==> config.mk <==
export PLATFORM = sky130hd
export DESIGN_NAME = gcd_lcm_unit_top
export DESIGN_NICKNAME = d
export VERILOG_FILES = /design/src/rtl/glu_pkg.sv /design/src/rtl/gcd_lcm_unit_top.sv
export SDC_FILE = /design/constraint.sdc
export NUM_CORES = 1
export LEC_CHECK = 0
export BUFFER_PORTS_ARGS = -buffer_cell sky130_fd_sc_hd__buf_2
export CORE_UTILIZATION = 59
export CTS_CLUSTER_DIAMETER = 30
export DETAILED_ROUTE_END_ITERATION = 8
export GPL_ROUTABILITY_DRIVEN = 0
export PLACE_DENSITY = 0.9
export SLEW_MARGIN = 10
export SYNTH_ARGS = -nofsm -noshare
export SYNTH_HDL_FRONTEND = slang
export SYNTH_SLANG_ARGS = --single-unit
==> constraint.sdc <==
create_clock -name clk -period 5.8 [get_ports clk]
set_clock_uncertainty 0.15 [all_clocks]
set_input_delay 0.29 -clock clk [delete_from_list [all_inputs] [get_ports clk]]
set_output_delay 0.29 -clock clk [all_outputs]
set_load 0.01 [all_outputs]
==> src/rtl/glu_pkg.sv <==
package glu_pkg;

  // Operand width; the lcm is twice as wide.
  localparam int OPND_W = 16;
  localparam int LCM_W  = 2 * OPND_W;
  localparam int CNT_W  = $clog2(OPND_W);

  // Stream payload widths, whole bytes.
  localparam int IN_BITS  = 2 * OPND_W;
  localparam int OUT_BITS = OPND_W + LCM_W;

  typedef enum logic [4:0] {
    ST_IDLE = 5'b00001,
    ST_EUC  = 5'b00010,
    ST_DIVG = 5'b00100,
    ST_MUL  = 5'b01000,
    ST_FIN  = 5'b10000
  } state_t;

endpackage

==> src/rtl/gcd_lcm_unit_top.sv <==
// Channel  | Signals                                  | Payload
// ---------+------------------------------------------+-----------------------------------
// input    | s_axis_tvalid / tready / tdata           | first_value, second_value
// result   | m_axis_tvalid / tready / tdata / tuser   | gcd_value, lcm_value; no_divisor
//
// One shared add/subtract unit runs a bit-serial divider and a shift-add multiplier.
// An item runs k Euclid remainder steps, each a bit-serial divide, and then the lcm steps;
// k is 1 up to about 23 for 16-bit operands. A zero second operand goes straight to the result state.
// lcm is computed as (first / gcd) * second, with one bit-serial divide and one shift-add multiply.
// Synchronous active-high reset clears the sequencer and the result valid.
// The input is taken only in the idle state; a finished result waits in the output
// register while the next item is accepted, and the sequencer holds until that slot frees.
module gcd_lcm_unit_top (
  input  logic                         clk,
  input  logic                         rst,
  input  logic                         s_axis_tvalid,
  output logic                         s_axis_tready,
  input  logic [glu_pkg::IN_BITS-1:0]  s_axis_tdata,   // [15:0] first_value, [31:16] second_value
  output logic                         m_axis_tvalid,
  input  logic                         m_axis_tready,
  output logic [glu_pkg::OUT_BITS-1:0] m_axis_tdata,   // [15:0] gcd_value, [47:16] lcm_value
  output logic                         m_axis_tuser    // [0] no_divisor
);
  import glu_pkg::*;

  state_t              state;
  logic [CNT_W-1:0]    cnt;
  logic                out_valid;

  logic [OPND_W-1:0]   opa, opb;     // original operands
  logic [OPND_W-1:0]   ea, eb;       // Euclid pair; ea holds the gcd once found
  logic [OPND_W-1:0]   acc, low;     // shared shift pair (remainder/quotient, product)
  logic                flag;

  logic [OPND_W-1:0]   out_gcd;
  logic [LCM_W-1:0]    out_lcm;
  logic                out_flag;

  logic [OPND_W-1:0]   first_in, second_in;
  logic                in_xfer, out_free, last;

  // shared adder
  logic [OPND_W:0]     add_x, add_y;
  logic                add_sub;
  logic [OPND_W+1:0]   add_sum;

  logic [OPND_W-1:0]   divisor;
  logic                div_ok;
  logic [OPND_W-1:0]   div_acc, div_low;
  logic [OPND_W-1:0]   mul_acc, mul_low;

  assign first_in  = s_axis_tdata[OPND_W-1:0];
  assign second_in = s_axis_tdata[IN_BITS-1:OPND_W];

  assign s_axis_tready = (state == ST_IDLE);
  assign in_xfer       = s_axis_tvalid && s_axis_tready;
  assign out_free      = !out_valid || m_axis_tready;
  assign last          = (cnt == CNT_W'(OPND_W - 1));

  assign m_axis_tvalid = out_valid;
  assign m_axis_tdata  = {out_lcm, out_gcd};
  assign m_axis_tuser  = out_flag;

  assign divisor = (state == ST_DIVG) ? ea : eb;

  always_comb begin
    if (state == ST_MUL) begin
      add_sub = 1'b0;
      add_x   = {1'b0, acc};
      add_y   = low[0] ? {1'b0, opb} : '0;
    end else begin
      add_sub = 1'b1;
      add_x   = {acc, low[OPND_W-1]};
      add_y   = {1'b0, divisor};
    end
    add_sum = {1'b0, add_x} + {1'b0, (add_sub ? ~add_y : add_y)}
              + {{(OPND_W+1){1'b0}}, add_sub};
  end

  // restoring divide step: carry out set means no borrow
  assign div_ok  = add_sum[OPND_W+1];
  assign div_acc = div_ok ? add_sum[OPND_W-1:0] : {acc[OPND_W-2:0], low[OPND_W-1]};
  assign div_low = {low[OPND_W-2:0], div_ok};

  // shift-add multiply step: shift the sum down into the low half
  assign mul_acc = add_sum[OPND_W:1];
  assign mul_low = {add_sum[0], low[OPND_W-1:1]};

  // sequencer and result valid
  always_ff @(posedge clk) begin
    if (rst) begin
      state     <= ST_IDLE;
      cnt       <= '0;
      out_valid <= 1'b0;
    end else begin
      if (state == ST_FIN && out_free) begin
        out_valid <= 1'b1;
      end else if (m_axis_tvalid && m_axis_tready) begin
        out_valid <= 1'b0;
      end
      case (state)
        ST_IDLE: begin
          cnt <= '0;
          if (in_xfer) begin
            state <= (second_in == '0) ? ST_FIN : ST_EUC;
          end
        end
        ST_EUC: begin
          cnt <= cnt + 1'b1;
          if (last && div_acc == '0) begin
            state <= ST_DIVG;
          end
        end
        ST_DIVG: begin
          cnt <= cnt + 1'b1;
          if (last) begin
            state <= ST_MUL;
          end
        end
        ST_MUL: begin
          cnt <= cnt + 1'b1;
          if (last) begin
            state <= ST_FIN;
          end
        end
        ST_FIN: begin
          if (out_free) begin
            state <= ST_IDLE;
          end
        end
        default: begin
          state <= ST_IDLE;
        end
      endcase
    end
  end

  // datapath
  always_ff @(posedge clk) begin
    case (state)
      ST_IDLE: begin
        if (in_xfer) begin
          opa <= first_in;
          opb <= second_in;
          eb  <= second_in;
          acc <= '0;
          if (second_in == '0) begin
            flag <= 1'b1;
            ea   <= '0;
            low  <= '0;
          end else begin
            flag <= 1'b0;
            ea   <= first_in;
            low  <= first_in;
          end
        end
      end
      ST_EUC: begin
        if (last) begin
          // remainder ready: move the pair on
          ea  <= eb;
          eb  <= div_acc;
          acc <= '0;
          low <= (div_acc == '0) ? opa : eb;
        end else begin
          acc <= div_acc;
          low <= div_low;
        end
      end
      ST_DIVG: begin
        low <= div_low;
        acc <= last ? '0 : div_acc;
      end
      ST_MUL: begin
        acc <= mul_acc;
        low <= mul_low;
      end
      ST_FIN: begin
        if (out_free) begin
          out_gcd  <= ea;
          out_lcm  <= {acc, low};
          out_flag <= flag;
        end
      end
      default: begin
        acc <= acc;
      end
    endcase
  end

endmodule
=== Yosys cells after proc, flatten, opt, wreduce, memory -nomap -nowiden ===
Cells that the tools add are included.

* Register bits after elaboration: 156
* Output and inout port bits: 51
* Word-level logic and storage cells: 81

* Add/subtract/negate cells: 3
* Equality and inequality tests: 12
* Multiplexer cells: 31
* Bitwise operators: 1
* Reduce and logical (&&, ||, !) cells: 21

{| class="wikitable"
|+ Operator list
! kind !! number
|-
| $mux W16 || 13
|-
| $pmux W16 S2 || 2
|-
| $pmux W16 S4 || 1
|-
| $pmux W16 S3 || 1
|-
| $mux W17 || 2
|-
| $logic_not A16 Y1 || 2
|-
| $mux W5 || 6
|-
| $pmux W5 S5 || 1
|-
| $add A17 B17 Y18 || 1
|-
| $add A18 B1 Y18 || 1
|-
| $not A17 Y17 || 1
|-
| $ne A2 B2 Y1 const B || 5
|-
| $pmux W4 S2 || 1
|-
| $reduce_and A2 Y1 || 4
|-
| $reduce_bool A2 Y1 || 3
|-
| $eq A5 B1 Y1 const B || 1
|-
| $eq A5 B2 Y1 const B || 1
|-
| $eq A5 B3 Y1 const B || 1
|-
| $eq A5 B4 Y1 const B || 1
|-
| $eq A5 B5 Y1 const B || 1
|-
| $reduce_and A5 Y1 || 1
|-
| $add A4 B1 Y4 const B || 1
|-
| $eq A4 B4 Y1 const B || 1
|-
| $logic_and A1 B1 Y1 || 4
|-
| 9 further kinds || 12
|}

=== Longest topological paths before layout ===
Gate-level depths: netlist of the first run.

* Depth after elaboration: 12
* Gate-level depth with buffers: 22

=== Worst setup path after synthesis of the first run ===
Ideal clock, no wire load.

* Path kind: register to register
* From: register state[1]
* To: register low[0] (data pin)
* Library setup time: 0.261 ns
* Arrival time: 4.241 ns
* Required time: 5.389 ns
* Setup slack: 1.148 ns
* Cell stages (with the launch flop): 18
* Path buffers: 3
* Period minus slack after synthesis: 4.652 ns
* Cell sequence: dfxtp_1 -> nor3_4 -> nand2_1 -> inv_1 -> clkbuf_1 -> clkbuf_1 -> a21oi_1 -> fa_1 -> a211oi_1 -> o21ai_1 -> a41oi_2 -> o21bai_2 -> mux2i_1 -> nor4_1 -> and4bb_1 -> o22ai_2 -> buf_6 -> a221o_1

* Longest elaborated chain between the ends: 12
* Elaborated cells on any way between the ends: 17

{| class="wikitable"
|+ RTL lines
! item !! line !! source
|-
| start, declared || gcd_lcm_unit_top.sv:26 || <nowiki>state_t state;</nowiki>
|-
| start signal, assigned || gcd_lcm_unit_top.sv:105 || <nowiki>state <= (second_in == '0) ? ST_FIN : ST_EUC;</nowiki>
|-
| $eq A5 B3 Y1 || gcd_lcm_unit_top.sv:64, gcd_lcm_unit_top.sv:140 ||
|-
| $mux W16 || gcd_lcm_unit_top.sv:64 || <nowiki>assign divisor = (state == ST_DIVG) ? ea : eb;</nowiki>
|-
| $mux W16 || gcd_lcm_unit_top.sv:67 || <nowiki>if (state == ST_MUL) begin</nowiki>
|-
| $not A17 Y17 || gcd_lcm_unit_top.sv:76 || <nowiki>add_sum = {1'b0, add_x} + {1'b0, (add_sub ? ~add_y : add_y)}</nowiki>
|-
| $mux W17 || gcd_lcm_unit_top.sv:76 ||
|-
| $add A17 B17 Y18 || gcd_lcm_unit_top.sv:76 ||
|-
| $add A18 B1 Y18 || gcd_lcm_unit_top.sv:77 || <nowiki>+ {{(OPND_W+1){1'b0}}, add_sub};</nowiki>
|-
| $mux W16 || gcd_lcm_unit_top.sv:82 || <nowiki>assign div_acc = div_ok ? add_sum[OPND_W-1:0] : {acc[OPND_W-2:0], low[OPND_W-1]};</nowiki>
|-
| $logic_not A16 Y1 || gcd_lcm_unit_top.sv:164 || <nowiki>low <= (div_acc == '0) ? opa : eb;</nowiki>
|-
| $mux W16 || gcd_lcm_unit_top.sv:164 ||
|-
| $mux W16 || gcd_lcm_unit_top.sv:159 || <nowiki>if (last) begin</nowiki>
|-
| $pmux W16 S4 * || gcd_lcm_unit_top.sv:140 || <nowiki>case (state)</nowiki>
|-
| end signal, assigned || gcd_lcm_unit_top.sv:164 ||
|-
| end signal, assigned || gcd_lcm_unit_top.sv:167 || <nowiki>low <= div_low;</nowiki>
|-
| end signal, assigned || gcd_lcm_unit_top.sv:171 || <nowiki>low <= div_low;</nowiki>
|-
| end, declared || gcd_lcm_unit_top.sv:32 || <nowiki>logic [OPND_W-1:0] acc, low;</nowiki>
|}

Every way passes the cells marked *; elsewhere a longest branch is shown, timed or not.
A chain may end at the register's enable or synchronous reset.

=== Final worst setup path of the first run ===
* From: register state[1]
* To: register low[4] (data pin)

Same word-level chain as after synthesis.

==> results.md, run 1 <==
* Number of buffers created by CTS at 17
* GRT Total Usage at about a third
* Drt wl/cell at 22.75 um
* Post-CTS Resized at 0
* R2R depth at 15
* Final core utilization at roughly 73%
* ANT cells at 0
* RR Startpoint: state[1]
* Area after DPL at between 0.008 and 0.009 mm^2
* Status: complete, no violations
* Total gr overflow at 0
* CP Launch Type: flop
* Top_reg_cell synth: edfxtp_1
* Peak supply drop at approximately 460 uV
* Mean Syn Cell Area at between 10 and 15 um^2
* # rows at 41
* Die H at 117.9 um
* CP max-delay cell: nor2b_2
* Setup-failing EPs final at 0
* Clock Path Buffers at 2
* Asr flop ratio synth at 0%
* First-pass GRT wire length at between 30000 and 40000 um
* Max-slew violations at 0
* Core Region at around 0.013 mm^2
* Post-CTS Setup Bufs at 0
* CP dominant cell by count: nor2_1
* Fin nets at 904
* Die footprint at about 0.014 mm^2
* Initial core utilization at 61.50%
* Vias per inst at slightly below 7
* RSZ-0062 raised after global routing: false
* Crit path DAT at between 5 and 6 ns
* Setup ws final at roughly 0.36 ns
* Vias in the first global route at 6638
* WP data required at ~5.9 ns
* Hold Path Class: input pin to flop
* Initial antenna violation count at 0
* Largest net degree at the start of global routing at 50
* Residual DRC at 0
* Tot Pwr at around 0.0053 W
* Worst-path cell chain: nor3_4, and2_1, nor2_1, nor2_1, o21ai_0, fa_1, a211oi_1, or4b_1, o311ai_1, nor4b_1, and3_1, o2111ai_1, and4bb_1, nor2b_2, a221o_1
* # IOs at 87
* Clock Latency Late Sink at about 0.44 ns
* Setup TNS at 0 ns
* Final instance area at between 0.009 and 0.01 mm^2
* Netlist cell types at 67
* Mapped Cells at 745
* Syn_nets at 799
* Via Count at approximately 7100
* Register area at ~0.0046 mm^2
* Root buf cell: clkbuf_16
* Slowest cell delay on critical path at between 0.7 and 0.8 ns
* Slew @ Worst Pin at 1.189 ns
* Hold Violations, Final at 0
* Multi-input logic area at 0.003124 mm^2
* Fmax achieved at 183.7 MHz
* Chip Width at roughly 120 um
* Post-synth EDFFs at approximately 150
* Layout cells sized above 1 at between 10% and 20%
* Drt first pass iters at 9
* Max_cap viols at 0
* CP Launch Point: state[1]
* Crit end category: flop
* Leak at roughly 3.7 nW
* DP Worst Slack at approximately 0.39 ns
* Relative slew slack at 20.73%
* Power per cell area at around 560 mW/mm^2
* Fillers at ~800
* CTS tree: done
* Seq cells post-synth at between 150 and 200
* Yosys Warn Count at 0
* PortBufs at 86
* CP Max Fanout at 16
* Placed wire-length estimate at approximately 14000 um
* CTS clock-pin slew for the worst setup and hold paths at 0.07 ns
* Register area share after synthesis at slightly below 60%
* Routed Antenna Nets at 0
* CTS Sinks at 156
* Synthesized cell area at 0.007919 mm^2
* Drt first-iter violations at 1338
* Crit share post-route at 93.84%
* CP Class: flop to flop
* Hold Path Cell Cnt at 2
* P&R area growth vs syn at 18.66%
* H-Tree Level Count at 4
* Final wirelength at 23540 um
* Final Critical Period at approximately 5.4 ns
* Hold path start: rst
critical path: cells and delay by family, from the launching register on:
| family | cells | cell delay (ns) |
|---|---|---|
| AOI/OAI and AO/OA | 5 | 1.20 |
| and+or+nand+nor | 9 | 3.06 |
| adders and majority gates | 1 | 0.52 |
| DFF | 1 | 0.37 |
report_power, final:
group	leakage (nW)	switching [W]	internal, W
registers	1.45	0.000319	0.00167
clock network	0.287	0.000446	0.000662
logic	1.96	0.00145	0.000731
layout by cell type, fill, tap and decap left out, types with 3 or more instances in the layout:
cell and count:
edfxtp_1 146, nand2_1 121, nor2_1 97, buf_2 86, o21ai_0 58, dlygate4sd3_1 32, a21oi_1 31, nand3_1 28
clkbuf_16 18, a221o_1 17, ha_1 17, a211o_1 14, a22o_1 14, o22ai_1 13, buf_4 12, nor4_1 11
dfxtp_1 10, inv_1 9, nand4_1 8, nor3_1 8, xnor2_1 7, mux2i_1 6, nor2b_1 5, and3_1 5
a211oi_1 5, clkbuf_1 5, nand2b_1 4, or2_2 4, o21ai_1 4, clkbuf_8 4, a31oi_1 3, a21o_1 3
o21a_1 3
registers in the layout, indices dropped and copies added, names as in the netlist, 4 cells and up:
name	flops
state	5
out_gcd	16
opb	16
acc	16
out_lcm	32
opa	16
cnt	4
low	16
ea	16
eb	16
metal layers:
layer,up-vias,global-route usage [%],share of wire (%)
li1,2996,-,-
met1,3187,42.79,34
met2,719,53.20,45
met3,162,12.11,14
met4,0,19.23,6.3
met5,-,0,0
path summary, 6_finish.rpt:
check             slack (ns)            to
setup reg to reg        0.36        low[4]
hold reg to reg         0.28  m_axis_tuser
setup / recovery        0.36        low[4]
hold / removal          0.02        cnt[2]
area by class of cell:
class / instances / share of cell area [%]
clock buffer: 27 / 5.579
tap: 172 / 2.290
timing repair buffer: 131 / 9.108
inverter: 10 / 0.3995
sequential: 156 / 48.79
multi-input combinational: 534 / 33.25
clock inverter: 5 / 0.5859
per-stage QoR:
step / hold slack, ns / std cells
global route: 0.01967 / 1035
floorplan: 0.2389 / 745
finish: 0.02480 / 1035
CTS: 0.005993 / 1034
detailed placement: 0.2700 / 970
global placement: 0.2561 / 970
what timing repair did:
action | in CTS | in global routing
hold buffers | 32 | 0
hold endpoints to repair | 32 | 0
endpoints found under the setup margin | 0 | 0
cells by family after synthesis:
family	share of synthesized area [%]
AO/OA/AOI/OAI	16.34
XOR/XNOR	1.406
adder cells (fa/ha/maj)	2.939
buffers and inverters	2.907
flip-flops	57.89
multiplexers	0.7584
AND/OR/NAND/NOR	17.76
cells in the mapped netlist, types with 2 or more instances:
cell type / number / area [um^2]
ha_1: 17 / 212.7
nand4_1: 8 / 50.05
clkbuf_1: 30 / 112.6
o211ai_1: 2 / 15.01
o22ai_1: 13 / 81.33
buf_1: 3 / 11.26
o2111ai_1: 2 / 17.52
nor3_1: 8 / 40.04
a221o_1: 17 / 170.2
nor3b_1: 2 / 15.01
o31ai_1: 2 / 15.01
or2_2: 4 / 25.02
nor4b_1: 2 / 17.52
xor2_2: 2 / 32.53
mux2i_1: 6 / 60.06
xnor2_1: 7 / 61.31
a21o_1: 3 / 22.52
nand3_1: 28 / 140.1
nand3b_1: 2 / 15.01
edfxtp_1: 146 / 4384
o21ai_0: 58 / 290.3
o21ai_1: 4 / 20.02
nor2b_1: 6 / 37.54
nor4_1: 11 / 68.82
inv_1: 10 / 37.54
nand2_1: 121 / 454.2
and4_1: 2 / 17.52
and3_1: 6 / 37.54
a211o_1: 14 / 122.6
nand2b_1: 4 / 25.02
a22o_1: 14 / 122.6
and2_1: 2 / 12.51
a21oi_1: 31 / 155.2
a211oi_1: 5 / 37.54
o21a_1: 3 / 22.52
dfxtp_1: 10 / 200.2
buf_2: 10 / 50.05
a31oi_1: 3 / 18.77
nor2_1: 98 / 367.9
xor2_1: 2 / 17.52
Note: power is estimated with default switching activity, not from simulation.
==> run 2: changes to the inputs <==
Settings changed: PLACE_DENSITY 0.9 to default, PLACE_DENSITY_LB_ADDON from default to 0.3.
==> run 2 against run 1 <==
Sequential share of layout area fell by 0.16 points. Critical path type unchanged. The flow now finishes with violations (DRC). Register-to-register slack improved by 0.22 ns. Global-route usage is 2.4 points lower. Cell count hardly changed. Core utilization rose by 0.23 points. Maximum frequency rose by 4.2%. Non-clock buffer count fell by 1. First-iteration DRC count is 29% lower. Routed wire length decreased by 7.7%. Die area stayed put. Setup slack better by 0.22 ns.
==> results.md, run 2 (synthesis gave the netlist of run 1 again) <==
* DP Worst Slack at 0.3385 ns
* Die footprint at 0.01389 mm^2
* # rows at 41
* P&R area growth vs syn at 19.04%
* Placed wire-length estimate at roughly 14000 um
* Residual DRC at 1
* Via Count at between 6000 and 7000
* GRT Total Usage at approximately a third
* ANT cells at 0
* CTS clock-pin slew for the worst setup and hold paths at 0.06 ns
* RSZ-0062 raised after global routing: false
* Most common cell after layout, fill and taps aside: edfxtp_1
* Internal power at between 0.003 and 0.004 W
* Drt wl/cell at about 21 um
* Peak supply drop at ~430 uV
* Clk pwr share at between 20% and 30%
* Initial antenna violation count at 0
* Area after DPL at between 0.008 and 0.009 mm^2
* Crit share post-route at approximately 90%
* Setup-failing EPs final at 0
* Leak at around 3.7 nW
* Hold Violations, Final at 0
* Power per cell area at 557.5 mW/mm^2
* Initial core utilization at 61.50%
* Most flop-heavy register: out_lcm
* Worst path buffer plus inverter count at 2
* Power share of the combinational group at between 40% and 50%
* Die H at about 120 um
* CTS Sinks at 156
* Slew @ Worst Pin at ~1.2 ns
* Max reg flops at 32
* Routed Antenna Nets at 0
* CP Launch Type: flop
* PortBufs at 86
* Root buf cell: clkbuf_16
* Setup ws final at roughly 0.57 ns
* Fmax achieved at ~190 MHz
* Drt first-iter violations at between 900 and 1000
* WP data required at between 5 and 6 ns
* Fin nets at 903
* Switching power at 0.002123 W
* Cell count along the critical path at 15
* CP Max Fanout at 52
* Layout cells sized above 1 at between 15 and 20%
* CTS tree: done
* Slowest cell delay on critical path at just under 0.7 ns
* Max_cap viols at 0
* First-pass GRT wire length at around 34000 um
* Crit end category: flop
* H-Tree Level Count at 4
* Top delay family on crit path: simple AND/OR/NAND/NOR gates
* Max-slew violations at 0
* R2R depth at 15
* Clock Latency Late Sink at 0.43 ns
* Core Region at between 0.01 and 0.015 mm^2
* Vias per inst at 6.518
* Hold Path Cell Cnt at 3
* Worst-path cell chain: nor3_4, nand2_1, clkinv_1, buf_4, o21ai_0, fa_1, a211oi_1, o21ai_1, a41oi_2, o21bai_2, mux2i_1, nor4_1, and4bb_1, nor2b_2, a221o_1
* Final instance area at between 0.009 and 0.01 mm^2
* CP Class: flop to flop
* Clock Path Buffers at 2
* Failing checks: DRC
* Switching Share at ~40%
* Largest net degree at the start of global routing at 53
* Sequential power share at a little under two fifths
* Drt first pass iters at 9
* CP max-delay cell: nor2b_2
* # IOs at 87
* Setup TNS at 0 ns
* Crit path DAT at ~5.4 ns
* Relative slew slack at about a fifth
* Total gr overflow at 0
* Final wirelength at roughly 22000 um
* Final Critical Period at about 5.2 ns
* Most frequent cells in the layout: edfxtp_1, nand2_1, nor2_1, buf_2, o21ai_0
* Status: finished, violations left
* Chip Width at around 120 um
* Vias in the first global route at about 6400
* Hold Path Class: input pin to flop
* Number of buffers created by CTS at 17
## run 2: final cells by class
| class | instances | area (um^2) |
|---|---|---|
| Fill cell | 833 | 3450 |
| Tap cell | 172 | 215.2 |
| Clock inverter | 9 | 132.6 |
| Clock buffer | 23 | 498.0 |
| Timing Repair Buffer | 130 | 843.3 |
| Sequential cell | 156 | 4584 |
| Multi-Input combinational cell | 534 | 3115 |
| Inverter | 10 | 37.54 |
## run 2: per-layer routing
| layer | vias to the layer above | wire length (um) | share of wire, % | track usage [%] |
|---|---|---|---|---|
| met3 | 82 | 2451 | 11 | 7.316 |
| met5 | - | 0 | 0 | 0 |
| met1 | 3125 | 8267 | 38 | 43.13 |
| li1 | 3004 | - | - | - |
| met4 | 0 | 874 | 4.0 | 15.79 |
| met2 | 529 | 10130 | 47 | 49.74 |
## run 2: power groups by stage
stage	Combinational, W	Sequential (W)	Clock (W)
CTS	0.00204	0.00196	0.00117
global route	0.00228	0.00200	0.00122
finish	0.00211	0.00197	0.00117
floorplan	0.00150	0.00182	0
global placement	0.00193	0.00196	0
detailed placement	0.00200	0.00197	0
## run 2: through the flow
| stage | power (W) | util (%) | instances | hold WS, ns |
|---|---|---|---|---|
| finish | 0.005255 | 73.21 | 1034 | 0.07579 |
| global route | 0.005491 | 73.21 | 1034 | 0.1058 |
| CTS | 0.005168 | 73.19 | 1034 | 0.05816 |
| detailed placement | 0.003969 | 65.73 | 969 | 0.2611 |
| global placement | 0.003898 | 65.73 | 969 | 0.2559 |
| floorplan | 0.003327 | - | 745 | 0.2389 |
## run 2: final timing paths
kind / slack [ns] / from / end
worst max register to register: 0.57 / state[1] / low[10]
worst max-delay path: 0.57 / state[1] / low[10]
worst min-delay path: 0.08 / m_axis_tready / m_axis_tvalid
worst min register to register: 0.27 / flag / m_axis_tuser
## run 2: tightest hold or removal path, stage by stage
cell      delay (ns)
buf_2           0.08
nand2b_1        0.14
a21oi_1         0.09
## run 2: repair_timing
item / CTS / global route
setup endpoints to repair: 0 / 0
hold endpoints to repair: 33 / 0
buffers inserted: 0 / 0
resized for setup: 0 / 0
hold buffers: 33 / 0
